<file path="config.mk">
export PLATFORM = sky130hd
export DESIGN_NAME = prf_mult
export DESIGN_NICKNAME = d
export VERILOG_FILES = /design/src/design/prf_pkg.sv /design/src/design/prf_mult.sv
export SDC_FILE = /design/constraint.sdc
export NUM_CORES = 2
export LEC_CHECK = 0
export BUFFER_PORTS_ARGS = -buffer_cell sky130_fd_sc_hd__buf_2
export CORE_MARGIN = 2
export CORE_UTILIZATION = 49
export DETAILED_ROUTE_END_ITERATION = 10
export GPL_TIMING_DRIVEN = 1
export PLACE_DENSITY = 0.71
export REMOVE_ABC_BUFFERS = 1
export SYNTH_ARGS = -nofsm -noshare
export SYNTH_HDL_FRONTEND = slang
export SYNTH_SLANG_ARGS = --single-unit
</file>
<file path="constraint.sdc">
create_clock -name clk -period 14.1 [get_ports clk]
set_clock_uncertainty 0.05 [all_clocks]
set_input_delay 0.705 -clock clk [delete_from_list [all_inputs] [get_ports clk]]
set_output_delay 0.705 -clock clk [all_outputs]
set_load 0.005 [all_outputs]
</file>
<file path="src/design/prf_pkg.sv">
// ----------------------------------------------------------------------------
// prf_pkg: shared definitions for the polynomial root finder
// Widths, status and register codes, unit request types, guess table.
// ----------------------------------------------------------------------------
package prf_pkg;

  localparam int MAX_DEGREE = 16;
  localparam int FRAC_BITS  = 16;
  localparam int COEF_DEPTH = MAX_DEGREE + 1;
  localparam int COEF_W     = $clog2(COEF_DEPTH);
  localparam int DEG_W      = $clog2(MAX_DEGREE);
  localparam int CNT_W      = $clog2(COEF_DEPTH + 1);
  localparam int ROW        = 1 << DEG_W;
  localparam int TAB_W      = 2 * DEG_W;
  localparam int TAB_SIZE   = ROW * ROW;
  localparam int DIV_HI     = 31 - FRAC_BITS;

  localparam logic signed [31:0] ONE_FX  = 32'(64'd1 << FRAC_BITS);
  localparam logic signed [31:0] SAT_MAX = 32'sh7FFFFFFF;
  localparam logic signed [31:0] SAT_MIN = 32'sh80000000;

  localparam logic [1:0] STAT_CONVERGED = 2'd0;
  localparam logic [1:0] STAT_LIMIT     = 2'd1;
  localparam logic [1:0] STAT_INVALID   = 2'd2;

  localparam logic [1:0] CFG_TOLERANCE = 2'd0;
  localparam logic [1:0] CFG_MAX_ITER  = 2'd1;

  localparam logic [30:0] TOL_RESET  = 31'd66;
  localparam logic [15:0] ITER_RESET = 16'd100;

  localparam longint unsigned PI_Q30      = 64'd3373259426;
  localparam longint unsigned HALF_PI_Q30 = 64'd1686629713;
  localparam longint unsigned Q30_ONE     = 64'd1073741824;

  // multiplier request
  typedef struct packed {
    logic signed [31:0] a;
    logic signed [31:0] b;
  } mul_req_t;

  // divider request and response
  typedef struct packed {
    logic        start;
    logic [63:0] num;
    logic [63:0] den;
  } div_req_t;

  typedef struct packed {
    logic        busy;
    logic        done;
    logic [30:0] quo;
  } div_rsp_t;

  // cosine and sine of one starting angle
  typedef struct packed {
    logic signed [31:0] c;
    logic signed [31:0] s;
  } circ_t;

  typedef circ_t [TAB_SIZE-1:0] circ_tab_t;

  // Build the cos/sin table of pi*i/d from a Taylor series in Q30.
  function automatic circ_tab_t build_circle();
    circ_tab_t       tab;
    longint unsigned ang;
    longint unsigned x;
    longint unsigned x2;
    longint unsigned ct;
    longint unsigned st;
    longint          cs;
    longint          ss;
    longint          rc;
    longint          rs;
    logic            flip;
    tab = '0;
    for (int d = 1; d <= MAX_DEGREE; d++) begin
      for (int i = 0; i < d; i++) begin
        ang  = (PI_Q30 * 64'(i)) / 64'(d);
        flip = ang > HALF_PI_Q30;
        x    = flip ? PI_Q30 - ang : ang;
        x2   = (x * x) >> 30;
        ct   = Q30_ONE;
        st   = x;
        cs   = longint'(Q30_ONE);
        ss   = longint'(x);
        for (int t = 1; t <= 12; t++) begin
          ct = ((ct * x2) >> 30) / 64'((2 * t - 1) * (2 * t));
          st = ((st * x2) >> 30) / 64'((2 * t) * (2 * t + 1));
          if ((t % 2) == 1) begin
            cs = cs - longint'(ct);
            ss = ss - longint'(st);
          end else begin
            cs = cs + longint'(ct);
            ss = ss + longint'(st);
          end
        end
        if (flip) begin
          cs = -cs;
        end
        rc = (cs + (longint'(1) <<< (29 - FRAC_BITS))) >>> (30 - FRAC_BITS);
        rs = (ss + (longint'(1) <<< (29 - FRAC_BITS))) >>> (30 - FRAC_BITS);
        if (rc > longint'(ONE_FX)) rc = longint'(ONE_FX);
        if (rc < -longint'(ONE_FX)) rc = -longint'(ONE_FX);
        if (rs > longint'(ONE_FX)) rs = longint'(ONE_FX);
        if (rs < -longint'(ONE_FX)) rs = -longint'(ONE_FX);
        tab[(d - 1) * ROW + i].c = rc[31:0];
        tab[(d - 1) * ROW + i].s = rs[31:0];
      end
    end
    return tab;
  endfunction

  localparam circ_tab_t CIRCLE = build_circle();

endpackage

</file>
<file path="src/design/prf_mult.sv">
// ----------------------------------------------------------------------------
// prf_mult: shared signed multiplier
// One 32x32 signed product per cycle, exact 64-bit result registered.
// ----------------------------------------------------------------------------
module prf_mult import prf_pkg::*; (
  input  logic               clk,
  input  mul_req_t           req,
  output logic signed [63:0] prod
);

  // register the exact product
  always_ff @(posedge clk) begin
    prod <= 64'(req.a) * 64'(req.b);
  end

endmodule

</file>
==> flow_metrics.py <==
metrics = {
    "setup_path": {
        "crit_path_end_kind": "register",
        "required_ns": 14.35,
        "path_class": "in2reg",
        "crit_path_start_kind": "input pin",
        "crit_fanout": 32,
        "crit_arrival_ns": 9.10,
    },
    "floorplan": {
        "die_h_microns": 280,
        "ios": 129,
        "die_w_microns": 280,
        "die_area_sq_mm": 0.0782,
        "start_util_pct": 49.3,
        "fp.coreArea_sq_mm": 0.0756,
        "rows": 101,
    },
    "clock_tree": {
        "htreeDepth": 3,
        "cts_buffers": 9,
        "hold_buffers": 0,
        "cts_resized": 0,
        "clockBufferDepth": 2,
        "cts_tree": "done",
        "cts-root-buf": "clkbuf_16",
        "post_cts_buffers": 0,
        "clk_pin_slew_worst_paths_ns": 0.07,
        "clock-sinks": 64,
    },
    "global_routing": {
        "grt_pass1_wl_microns": 159000,
        "grt_usage_pct": 26.4,
        "first_global_vias": 28546,
        "antenna_found_initial": 4,
        "grt_max_degree": 33,
        "overflow": 0,
    },
    "synthesis": {
        "synth.cell_area_sq_mm": 0.0372,
        "synth_warnings": 0,
        "synth_ff_type": "dfxtp_1",
        "yosys-top-cells-area": "fa_1 58%, inv_1 9.6%, and2_1 8.7%",
        "yosys.area.top_type": "fa_1",
        "yosys.cell_count.top_type": "fa_1",
        "synth_common_cells": "1,082 x fa_1, 952 x inv_1, 516 x and2_1",
        "yosys.cell_types.count": 63,
        "synth_edf_count": 0,
        "synth_cells": 3884,
        "seq_area_frac_synth_pct": 3.44,
        "avgSynthCellArea_sq_um": 9.59,
        "synth_seq_cells": 64,
        "async_reset_ff_share_pct": 0,
        "synth_top_area_share_pct": 58.2,
    },
    "finish": {
        "n_fill_cell": 6776,
        "area_delta_synth_final_pct": 4.31,
        "final_layout_size_suffix_gt1_share_pct": 4.91,
        "largest-register": "prod",
        "largest_reg_flops": 64,
        "nets": 5176,
        "reg_top3": "prod x64",
    },
    "drt": {
        "drt_iter0_drc": 1872,
        "wl_per_cell_microns": 19.9,
        "wl_microns": 96300,
        "drc": 0,
        "dr.pass1.iters": 6,
        "ant_nets": 0,
        "viasPerCell": 5.30,
        "num_vias": 25619,
    },
    "hold_path": {
        "hold_path.class": "in2reg",
    },
    "timing": {
        "max_freq_mhz": 113,
        "max_slew.worst_pin.slew_ns": 1.01,
        "maxSlewHeadroom_pct": 32.8,
        "grt_setup_unrepaired": "false",
        "finalSetupTns_ns": 0,
        "finalSetupViolations": 0,
        "finalCritPeriodShare_pct": 62.7,
        "fin_crit_ns": 8.84,
        "slew_viol_final": 0,
        "finalHoldViolations": 0,
    },
    "place": {
        "io_buffers": 128,
        "gp_congestion": 0.923,
        "place_hpwl_microns": 77700,
    },
    "job": {
        "maxCapViolCount": 0,
    },
    "outcome": {
        "status": "finished clean",
    },
}
## through the flow
step | hold slack (ns) | instance area [sq um] | instances | utilization, % | setup slack [ns]
final | 0.881 | 38800 | 4830 | 51.4 | 5.26
after CTS | 0.862 | 38800 | 4828 | 51.4 | 5.27
after global routing | 0.904 | 38800 | 4828 | 51.4 | 4.85
after detailed placement | 1.03 | 38500 | 4812 | 51.0 | 4.89
after floorplan | 0.777 | 36500 | 3684 | - | 6.31
after global placement | 1.03 | 38500 | 4812 | 51.0 | 5.03
## cell type report
class	instances	area, sq um	share of cell area, %
Antenna cell	2	5.00	0.0129
Clock buffer	9	225	0.580
Clock inverter	7	100	0.258
Inverter	952	3570	9.20
Multi-Input combinational cell	2668	31600	81.4
Sequential cell	64	1280	3.30
Tap cell	978	1220	3.15
Timing Repair Buffer	150	806	2.07
## metal layers
layer  vias up  routed length (microns)  GRT usage [%]
met4         2                     1830           5.42
met2       912                    45000           42.3
met3       113                     7360           4.30
met1     13625                    42000           38.1
li1      10967                        -              -
met5         -                       11              0
## worst paths after layout
kind	to	slack, ns	startpoint	depth (start not counted)
max	prod[62]	5.26	req[63]	25
min	prod[0]	0.88	req[32]	3
## worst max-delay path, cell delays in order
cell      delay [ns]
buf_2           0.53
nand2_1         0.26
inv_1           0.14
fa_1            0.39
inv_1           0.24
fa_1            0.46
inv_1           0.22
fa_1            0.50
fa_1            0.87
inv_1           0.42
fa_1            0.60
inv_1           0.06
fa_1            0.53
inv_1           0.05
fa_1            0.46
fa_1            0.52
inv_1           0.04
ha_1            0.35
and3_1          0.19
nand2_1         0.07
or3_1           0.37
o211ai_1        0.45
a31oi_1         0.21
o31ai_1         0.27
xor2_1          0.16
## logic make-up after synthesis
group	after synthesis	share of synthesized area, %
buffers and inverters	1152	11.6
adder cells (fa/ha/maj)	1266	64.3
XOR/XNOR	75	1.76
flip-flops	64	3.44
AND/OR/NAND/NOR	1134	15.4
AO/OA/AOI/OAI	193	3.46
## cells in the final DEF (no fill, tap or decap), types with 2 or more instances in the layout
cell and count:
a211oi_1 4, a211oi_2 3, a21boi_0 3, a21o_1 23, a21o_2 2, a21oi_1 68, a31oi_1 12, and2_1 516
and3_1 7, and4_1 3, buf_2 128, buf_4 22, bufinv_16 2, clkbuf_16 9, dfxtp_1 64, diode_2 2
fa_1 1082, ha_1 184, inv_1 952, inv_6 3, nand2_1 511, nand2b_1 9, nand3_1 15, nand4_1 7
nor2_1 42, nor2b_1 3, nor3_1 6, o211ai_1 3, o21a_1 4, o21ai_0 28, o21ai_2 2, o21bai_1 15
o22a_1 2, o31ai_1 6, or3_1 4, xnor2_1 53, xor2_1 22
Power is left out: the tool's default activity adds up to more than one toggle a clock period on the data nets, which glitch-free logic cannot reach.
