===== config.mk =====
export PLATFORM = sky130hd
export DESIGN_NAME = prf_div
export DESIGN_NICKNAME = d
export VERILOG_FILES = /design/src/design/prf_pkg.sv /design/src/design/prf_div.sv
export SDC_FILE = /design/constraint.sdc
export NUM_CORES = 1
export LEC_CHECK = 0
export BUFFER_PORTS_ARGS = -buffer_cell sky130_fd_sc_hd__buf_2
export CAP_MARGIN = 30
export CORE_UTILIZATION = 40
export CTS_CLUSTER_SIZE = 25
export DETAILED_ROUTE_END_ITERATION = 8
export GPL_TIMING_DRIVEN = 0
export PLACE_DENSITY_LB_ADDON = 0.12
export SKIP_LAST_GASP = 1
export SYNTH_ARGS = -nofsm -noshare
export SYNTH_HDL_FRONTEND = slang
export SYNTH_SLANG_ARGS = --single-unit

===== constraint.sdc =====
create_clock -name clk -period 19.47 [get_ports clk]
set_input_delay 5.841 -clock clk [delete_from_list [all_inputs] [get_ports clk]]
set_output_delay 5.841 -clock clk [all_outputs]
set_load 0.01 [all_outputs]

===== src/design/prf_pkg.sv =====
// ----------------------------------------------------------------------------
// prf_pkg: shared definitions for the polynomial root finder
// Widths, status and register codes, unit request types, guess table.
// ----------------------------------------------------------------------------
package prf_pkg;

  localparam int MAX_DEGREE = 16;
  localparam int FRAC_BITS  = 16;
  localparam int COEF_DEPTH = MAX_DEGREE + 1;
  localparam int COEF_W     = $clog2(COEF_DEPTH);
  localparam int DEG_W      = $clog2(MAX_DEGREE);
  localparam int CNT_W      = $clog2(COEF_DEPTH + 1);
  localparam int ROW        = 1 << DEG_W;
  localparam int TAB_W      = 2 * DEG_W;
  localparam int TAB_SIZE   = ROW * ROW;
  localparam int DIV_HI     = 31 - FRAC_BITS;

  localparam logic signed [31:0] ONE_FX  = 32'(64'd1 << FRAC_BITS);
  localparam logic signed [31:0] SAT_MAX = 32'sh7FFFFFFF;
  localparam logic signed [31:0] SAT_MIN = 32'sh80000000;

  localparam logic [1:0] STAT_CONVERGED = 2'd0;
  localparam logic [1:0] STAT_LIMIT     = 2'd1;
  localparam logic [1:0] STAT_INVALID   = 2'd2;

  localparam logic [1:0] CFG_TOLERANCE = 2'd0;
  localparam logic [1:0] CFG_MAX_ITER  = 2'd1;

  localparam logic [30:0] TOL_RESET  = 31'd66;
  localparam logic [15:0] ITER_RESET = 16'd100;

  localparam longint unsigned PI_Q30      = 64'd3373259426;
  localparam longint unsigned HALF_PI_Q30 = 64'd1686629713;
  localparam longint unsigned Q30_ONE     = 64'd1073741824;

  // multiplier request
  typedef struct packed {
    logic signed [31:0] a;
    logic signed [31:0] b;
  } mul_req_t;

  // divider request and response
  typedef struct packed {
    logic        start;
    logic [63:0] num;
    logic [63:0] den;
  } div_req_t;

  typedef struct packed {
    logic        busy;
    logic        done;
    logic [30:0] quo;
  } div_rsp_t;

  // cosine and sine of one starting angle
  typedef struct packed {
    logic signed [31:0] c;
    logic signed [31:0] s;
  } circ_t;

  typedef circ_t [TAB_SIZE-1:0] circ_tab_t;

  // Build the cos/sin table of pi*i/d from a Taylor series in Q30.
  function automatic circ_tab_t build_circle();
    circ_tab_t       tab;
    longint unsigned ang;
    longint unsigned x;
    longint unsigned x2;
    longint unsigned ct;
    longint unsigned st;
    longint          cs;
    longint          ss;
    longint          rc;
    longint          rs;
    logic            flip;
    tab = '0;
    for (int d = 1; d <= MAX_DEGREE; d++) begin
      for (int i = 0; i < d; i++) begin
        ang  = (PI_Q30 * 64'(i)) / 64'(d);
        flip = ang > HALF_PI_Q30;
        x    = flip ? PI_Q30 - ang : ang;
        x2   = (x * x) >> 30;
        ct   = Q30_ONE;
        st   = x;
        cs   = longint'(Q30_ONE);
        ss   = longint'(x);
        for (int t = 1; t <= 12; t++) begin
          ct = ((ct * x2) >> 30) / 64'((2 * t - 1) * (2 * t));
          st = ((st * x2) >> 30) / 64'((2 * t) * (2 * t + 1));
          if ((t % 2) == 1) begin
            cs = cs - longint'(ct);
            ss = ss - longint'(st);
          end else begin
            cs = cs + longint'(ct);
            ss = ss + longint'(st);
          end
        end
        if (flip) begin
          cs = -cs;
        end
        rc = (cs + (longint'(1) <<< (29 - FRAC_BITS))) >>> (30 - FRAC_BITS);
        rs = (ss + (longint'(1) <<< (29 - FRAC_BITS))) >>> (30 - FRAC_BITS);
        if (rc > longint'(ONE_FX)) rc = longint'(ONE_FX);
        if (rc < -longint'(ONE_FX)) rc = -longint'(ONE_FX);
        if (rs > longint'(ONE_FX)) rs = longint'(ONE_FX);
        if (rs < -longint'(ONE_FX)) rs = -longint'(ONE_FX);
        tab[(d - 1) * ROW + i].c = rc[31:0];
        tab[(d - 1) * ROW + i].s = rs[31:0];
      end
    end
    return tab;
  endfunction

  localparam circ_tab_t CIRCLE = build_circle();

endpackage


===== src/design/prf_div.sv =====
// ----------------------------------------------------------------------------
// prf_div: iterative fixed-point divider
// floor(num * 2^FRAC_BITS / den) saturated to 2^31-1, one quotient bit a cycle.
// ----------------------------------------------------------------------------
module prf_div import prf_pkg::*; (
  input  logic     clk,
  input  logic     rst,
  input  div_req_t req,
  output div_rsp_t rsp
);

  logic        busy;
  logic        done;
  logic [63:0] rem;
  logic [63:0] den_r;
  logic [30:0] low;
  logic [30:0] quo;
  logic [4:0]  left;
  logic        over;
  logic [64:0] trial;
  logic [64:0] diff;
  logic        fits;

  // quotient would not fit in 31 bits
  assign over  = {{DIV_HI{1'b0}}, req.num} >= {req.den, {DIV_HI{1'b0}}};
  assign trial = {rem, low[30]};
  assign diff  = trial - {1'b0, den_r};
  assign fits  = trial >= {1'b0, den_r};

  // restoring long division
  always_ff @(posedge clk) begin
    if (rst) begin
      busy <= 1'b0;
      done <= 1'b0;
    end else begin
      if (req.start) begin
        den_r <= req.den;
        done  <= over;
        if (over) begin
          quo <= '1;
        end else begin
          rem  <= req.num >> DIV_HI;
          low  <= {req.num[DIV_HI-1:0], {FRAC_BITS{1'b0}}};
          left <= 5'd31;
          busy <= 1'b1;
        end
      end else if (busy) begin
        rem  <= fits ? diff[63:0] : trial[63:0];
        quo  <= {quo[29:0], fits};
        low  <= {low[29:0], 1'b0};
        left <= left - 1'b1;
        done <= (left == 5'd1);
        if (left == 5'd1) begin
          busy <= 1'b0;
        end
      end else begin
        done <= 1'b0;
      end
    end
  end

  assign rsp = '{busy: busy, done: done, quo: quo};

endmodule

==> flow_metrics.env <==
export IMPL_synthTopCellsByArea="edfxtp_1 42%, ha_1 11%, inv_1 3.9%"
export IMPL_hold_viol_final=0
export IMPL_drtPass1Iterations=5
export IMPL_max_freq_mhz=110
export IMPL_reg2reg_slack_ps=15560
export IMPL_hp_class="reg -> reg"
export IMPL_synth_distinct_cells=74
export IMPL_ios=164
export IMPL_period_needed_ps=9130
export IMPL_path_max_fanout=10
export IMPL_drt_iter0_markers=759
export IMPL_finalClockSkew_ps=13.1
export IMPL_path_cells="buf_2 -> inv_1 -> ha_1 -> a21o_1 -> a21o_1 -> a21o_1 -> a21o_1 -> a21o_1 -> a21oi_1 -> nor2_1 -> o21ai_0 -> o22a_1 -> nor3b_2 -> buf_6 -> buf_6 -> buf_6"
export IMPL_start_util=0.405
export IMPL_powerDensity_nw_per_um2=84.1
export IMPL_cp_slowest_cell="nor3b_2"
export IMPL_synth_top_family_by_area="compound AO/OA/AOI/OAI gates"
export IMPL_synth_main_ff_cell="edfxtp_1"
export IMPL_gp_congestion=0.908
export IMPL_via_per_inst=5.45
export IMPL_area_growth_synth_to_final_pct=16.0
export IMPL_async_flop_share=0
export IMPL_synth_xor_area_share=0.0405
export IMPL_clock_sinks=181
export IMPL_setup_violations=0
export IMPL_place_hpwl_microns=27400
export IMPL_start_kind="input port"
export IMPL_syn_num_nets=1538
export IMPL_nNetsFinal=1728
export IMPL_cts_root_buf="clkbuf_16"
export IMPL_cap_violations=0
export IMPL_vias=10352
export IMPL_timing_final_ws_setup_ps=10340
export IMPL_fill_cells=3066
export IMPL_grt_max_degree=65
export IMPL_synthesis_area_sq_um=12800
export IMPL_rsz0062_at_grt="false"
export IMPL_htreeDepth=4
export IMPL_core_area_sq_um=31500
export IMPL_clock_latency_ps=450
export IMPL_synth_most_common_cell="edfxtp_1"
export IMPL_synth_seq_area_share=0.425
export IMPL_tightest_slew_ps=894
export IMPL_finalPower_mw=1.24
export IMPL_synth_edf_count=179
export IMPL_cp_num_buf_inv=5
export IMPL_ys_top_cells_by_count="179 x edfxtp_1, 133 x inv_1, 115 x ha_1, 112 x nand2_1, 80 x a21oi_1"
export IMPL_dp_slack_ps=9870
export IMPL_synthMuxAreaShare=0.0249
export IMPL_worst_setup_path_type="in -> reg"
export IMPL_overflow=0
export IMPL_peakVddDrop_v=0.0000727
export IMPL_synthSimpleGateAreaFrac=0.155
export IMPL_die_area_sq_um=32600
export IMPL_cts_tree="yes"
export IMPL_grt_pass1_wl_microns=55800
export IMPL_grt_total_usage=0.220
export IMPL_cts_resized=0
export IMPL_postPlaceCellArea_sq_um=14200
export IMPL_ys_warn_count=0
export IMPL_final_max_slew_viol_count=0
export IMPL_synth_fa_ha_area_frac=0.114
export IMPL_cts_buffer_depth=2
export IMPL_postLayoutCoreUtil=0.470
export IMPL_ctsHoldBuffers=0
export IMPL_yosysTopAreaCellShare=0.422
export IMPL_io_buffers=162
export IMPL_leakagePower_nw=6.33
export IMPL_cts_buffers=17
export IMPL_cts_setup_buffers=0
export IMPL_fin_crit_sh=0.469
export IMPL_die_y_microns=181
export IMPL_synth_area_leader_cell="edfxtp_1"
export IMPL_routedWlPerCell_microns=18.4
export IMPL_avgSynthCellArea_sq_um=9.88
export IMPL_slew_headroom=0.404
export IMPL_die_w_microns=181
export IMPL_cp_arrival_ps=9300
export IMPL_end_kind="register"
export IMPL_critical_path_top_delay_family="compound AO/OA/AOI/OAI gates"
export IMPL_cp_required_ps=19630
export IMPL_grt_antenna_before_repair=2
export IMPL_route_detailed_drc=0
export IMPL_postLayoutCellArea_sq_um=14800
export IMPL_synth_compound_area_frac=0.177
export IMPL_max_stage_delay_ps=690
export IMPL_drive_gt1_frac=0.194
export IMPL_drtAntennaViolNets=0
export IMPL_syn_inst=1291
export IMPL_outcome="finished, final reports clean"
export IMPL_yosys_register_bits=181
export IMPL_crit_path_frequent_cell="a21o_1"
export IMPL_grt_pass1_vias=10289
export IMPL_rows=65
export IMPL_wl_microns=34900
export IMPL_clkTransAtPathRegs_ps=70
export IMPL_setup_tns_ps=0
==> worst min-delay path, cell delays in order, from the launching register on <==
cell,delay (ps)
dfxtp_1,350
nand2_1,70
a21oi_1,60
==> state kept, by name, summed over array words and instances (netlist names) <==
| register | flops |
|---|---|
| left | 5 |
| rem | 64 |
| low | 15 |
| busy | 1 |
| quo | 31 |
| den_r | 64 |
| done | 1 |
==> stage by stage <==
step           hold slack (ps)  std cells
4_1_cts                    517       1896
5_1_grt                    529       1898
6_report                   516       1898
3_5_place_dp               507       1864
2_1_floorplan              469       1291
3_3_place_gp               507       1855
==> area by class of cell <==
cell class / count / area, sq um / area share
Multi-Input combinational cell: 910 / 6550 / 0.443
Sequential cell: 181 / 5420 / 0.366
Timing Repair Buffer: 171 / 917 / 0.0620
Tap cell: 402 / 503 / 0.0340
Inverter: 133 / 502 / 0.0339
Clock buffer: 18 / 429 / 0.0290
Buffer: 67 / 300 / 0.0203
Clock inverter: 14 / 169 / 0.0114
Antenna cell: 2 / 5.00 / 0.000338
==> power breakdown <==
part           switching [mW]  total, mW  internal [mW]
logic                   0.240      0.397          0.156
clock network           0.167      0.361          0.194
registers              0.0146      0.486          0.472
==> path summary, 6_finish.rpt <==
kind | start | end | cells after the start
setup reg to reg | rem[57] | rem[43] | 12
setup / recovery | req[33] | rem[26] | 16
hold reg to reg | busy | done | 2
hold / removal | busy | done | 2
==> cells in the final DEF, fill, tap and decap left out, types with 19 or more instances in the layout <==
master and instances:
xor2_1 23, nand2b_1 19, nand3b_1 44, buf_2 182, nand4_1 33, a21oi_1 79, o21ai_0 59, xnor2_1 36
or2_2 32, ha_1 115, nand2_1 112, a21o_1 52, edfxtp_1 179, clkbuf_1 41, o311ai_0 30, inv_1 132
nor2_1 61
==> routing by layer <==
| layer | part of all wire | routed length, microns | track usage |
|---|---|---|---|
| met1 | 0.48 | 16700 | 0.302 |
| met2 | 0.45 | 15700 | 0.344 |
| met3 | 0.055 | 1940 | 0.0505 |
| met4 | 0.018 | 641 | 0.0650 |
| met5 | 0 | 0 | 0 |
==> logic make-up (layout without fill, tap and decap cells) <==
| group | count (synthesis) | in the layout |
|---|---|---|
| adders and majority gates | 116 | 116 |
| xor gates and xnor gates | 59 | 59 |
| AOI/OAI and AO/OA | 329 | 329 |
| other | 0 | 2 |
| buffers and inverters | 200 | 403 |
| muxes | 30 | 30 |
| DFF | 181 | 181 |
| and+or+nand+nor | 376 | 376 |
(Power assumes the default switching activity.)
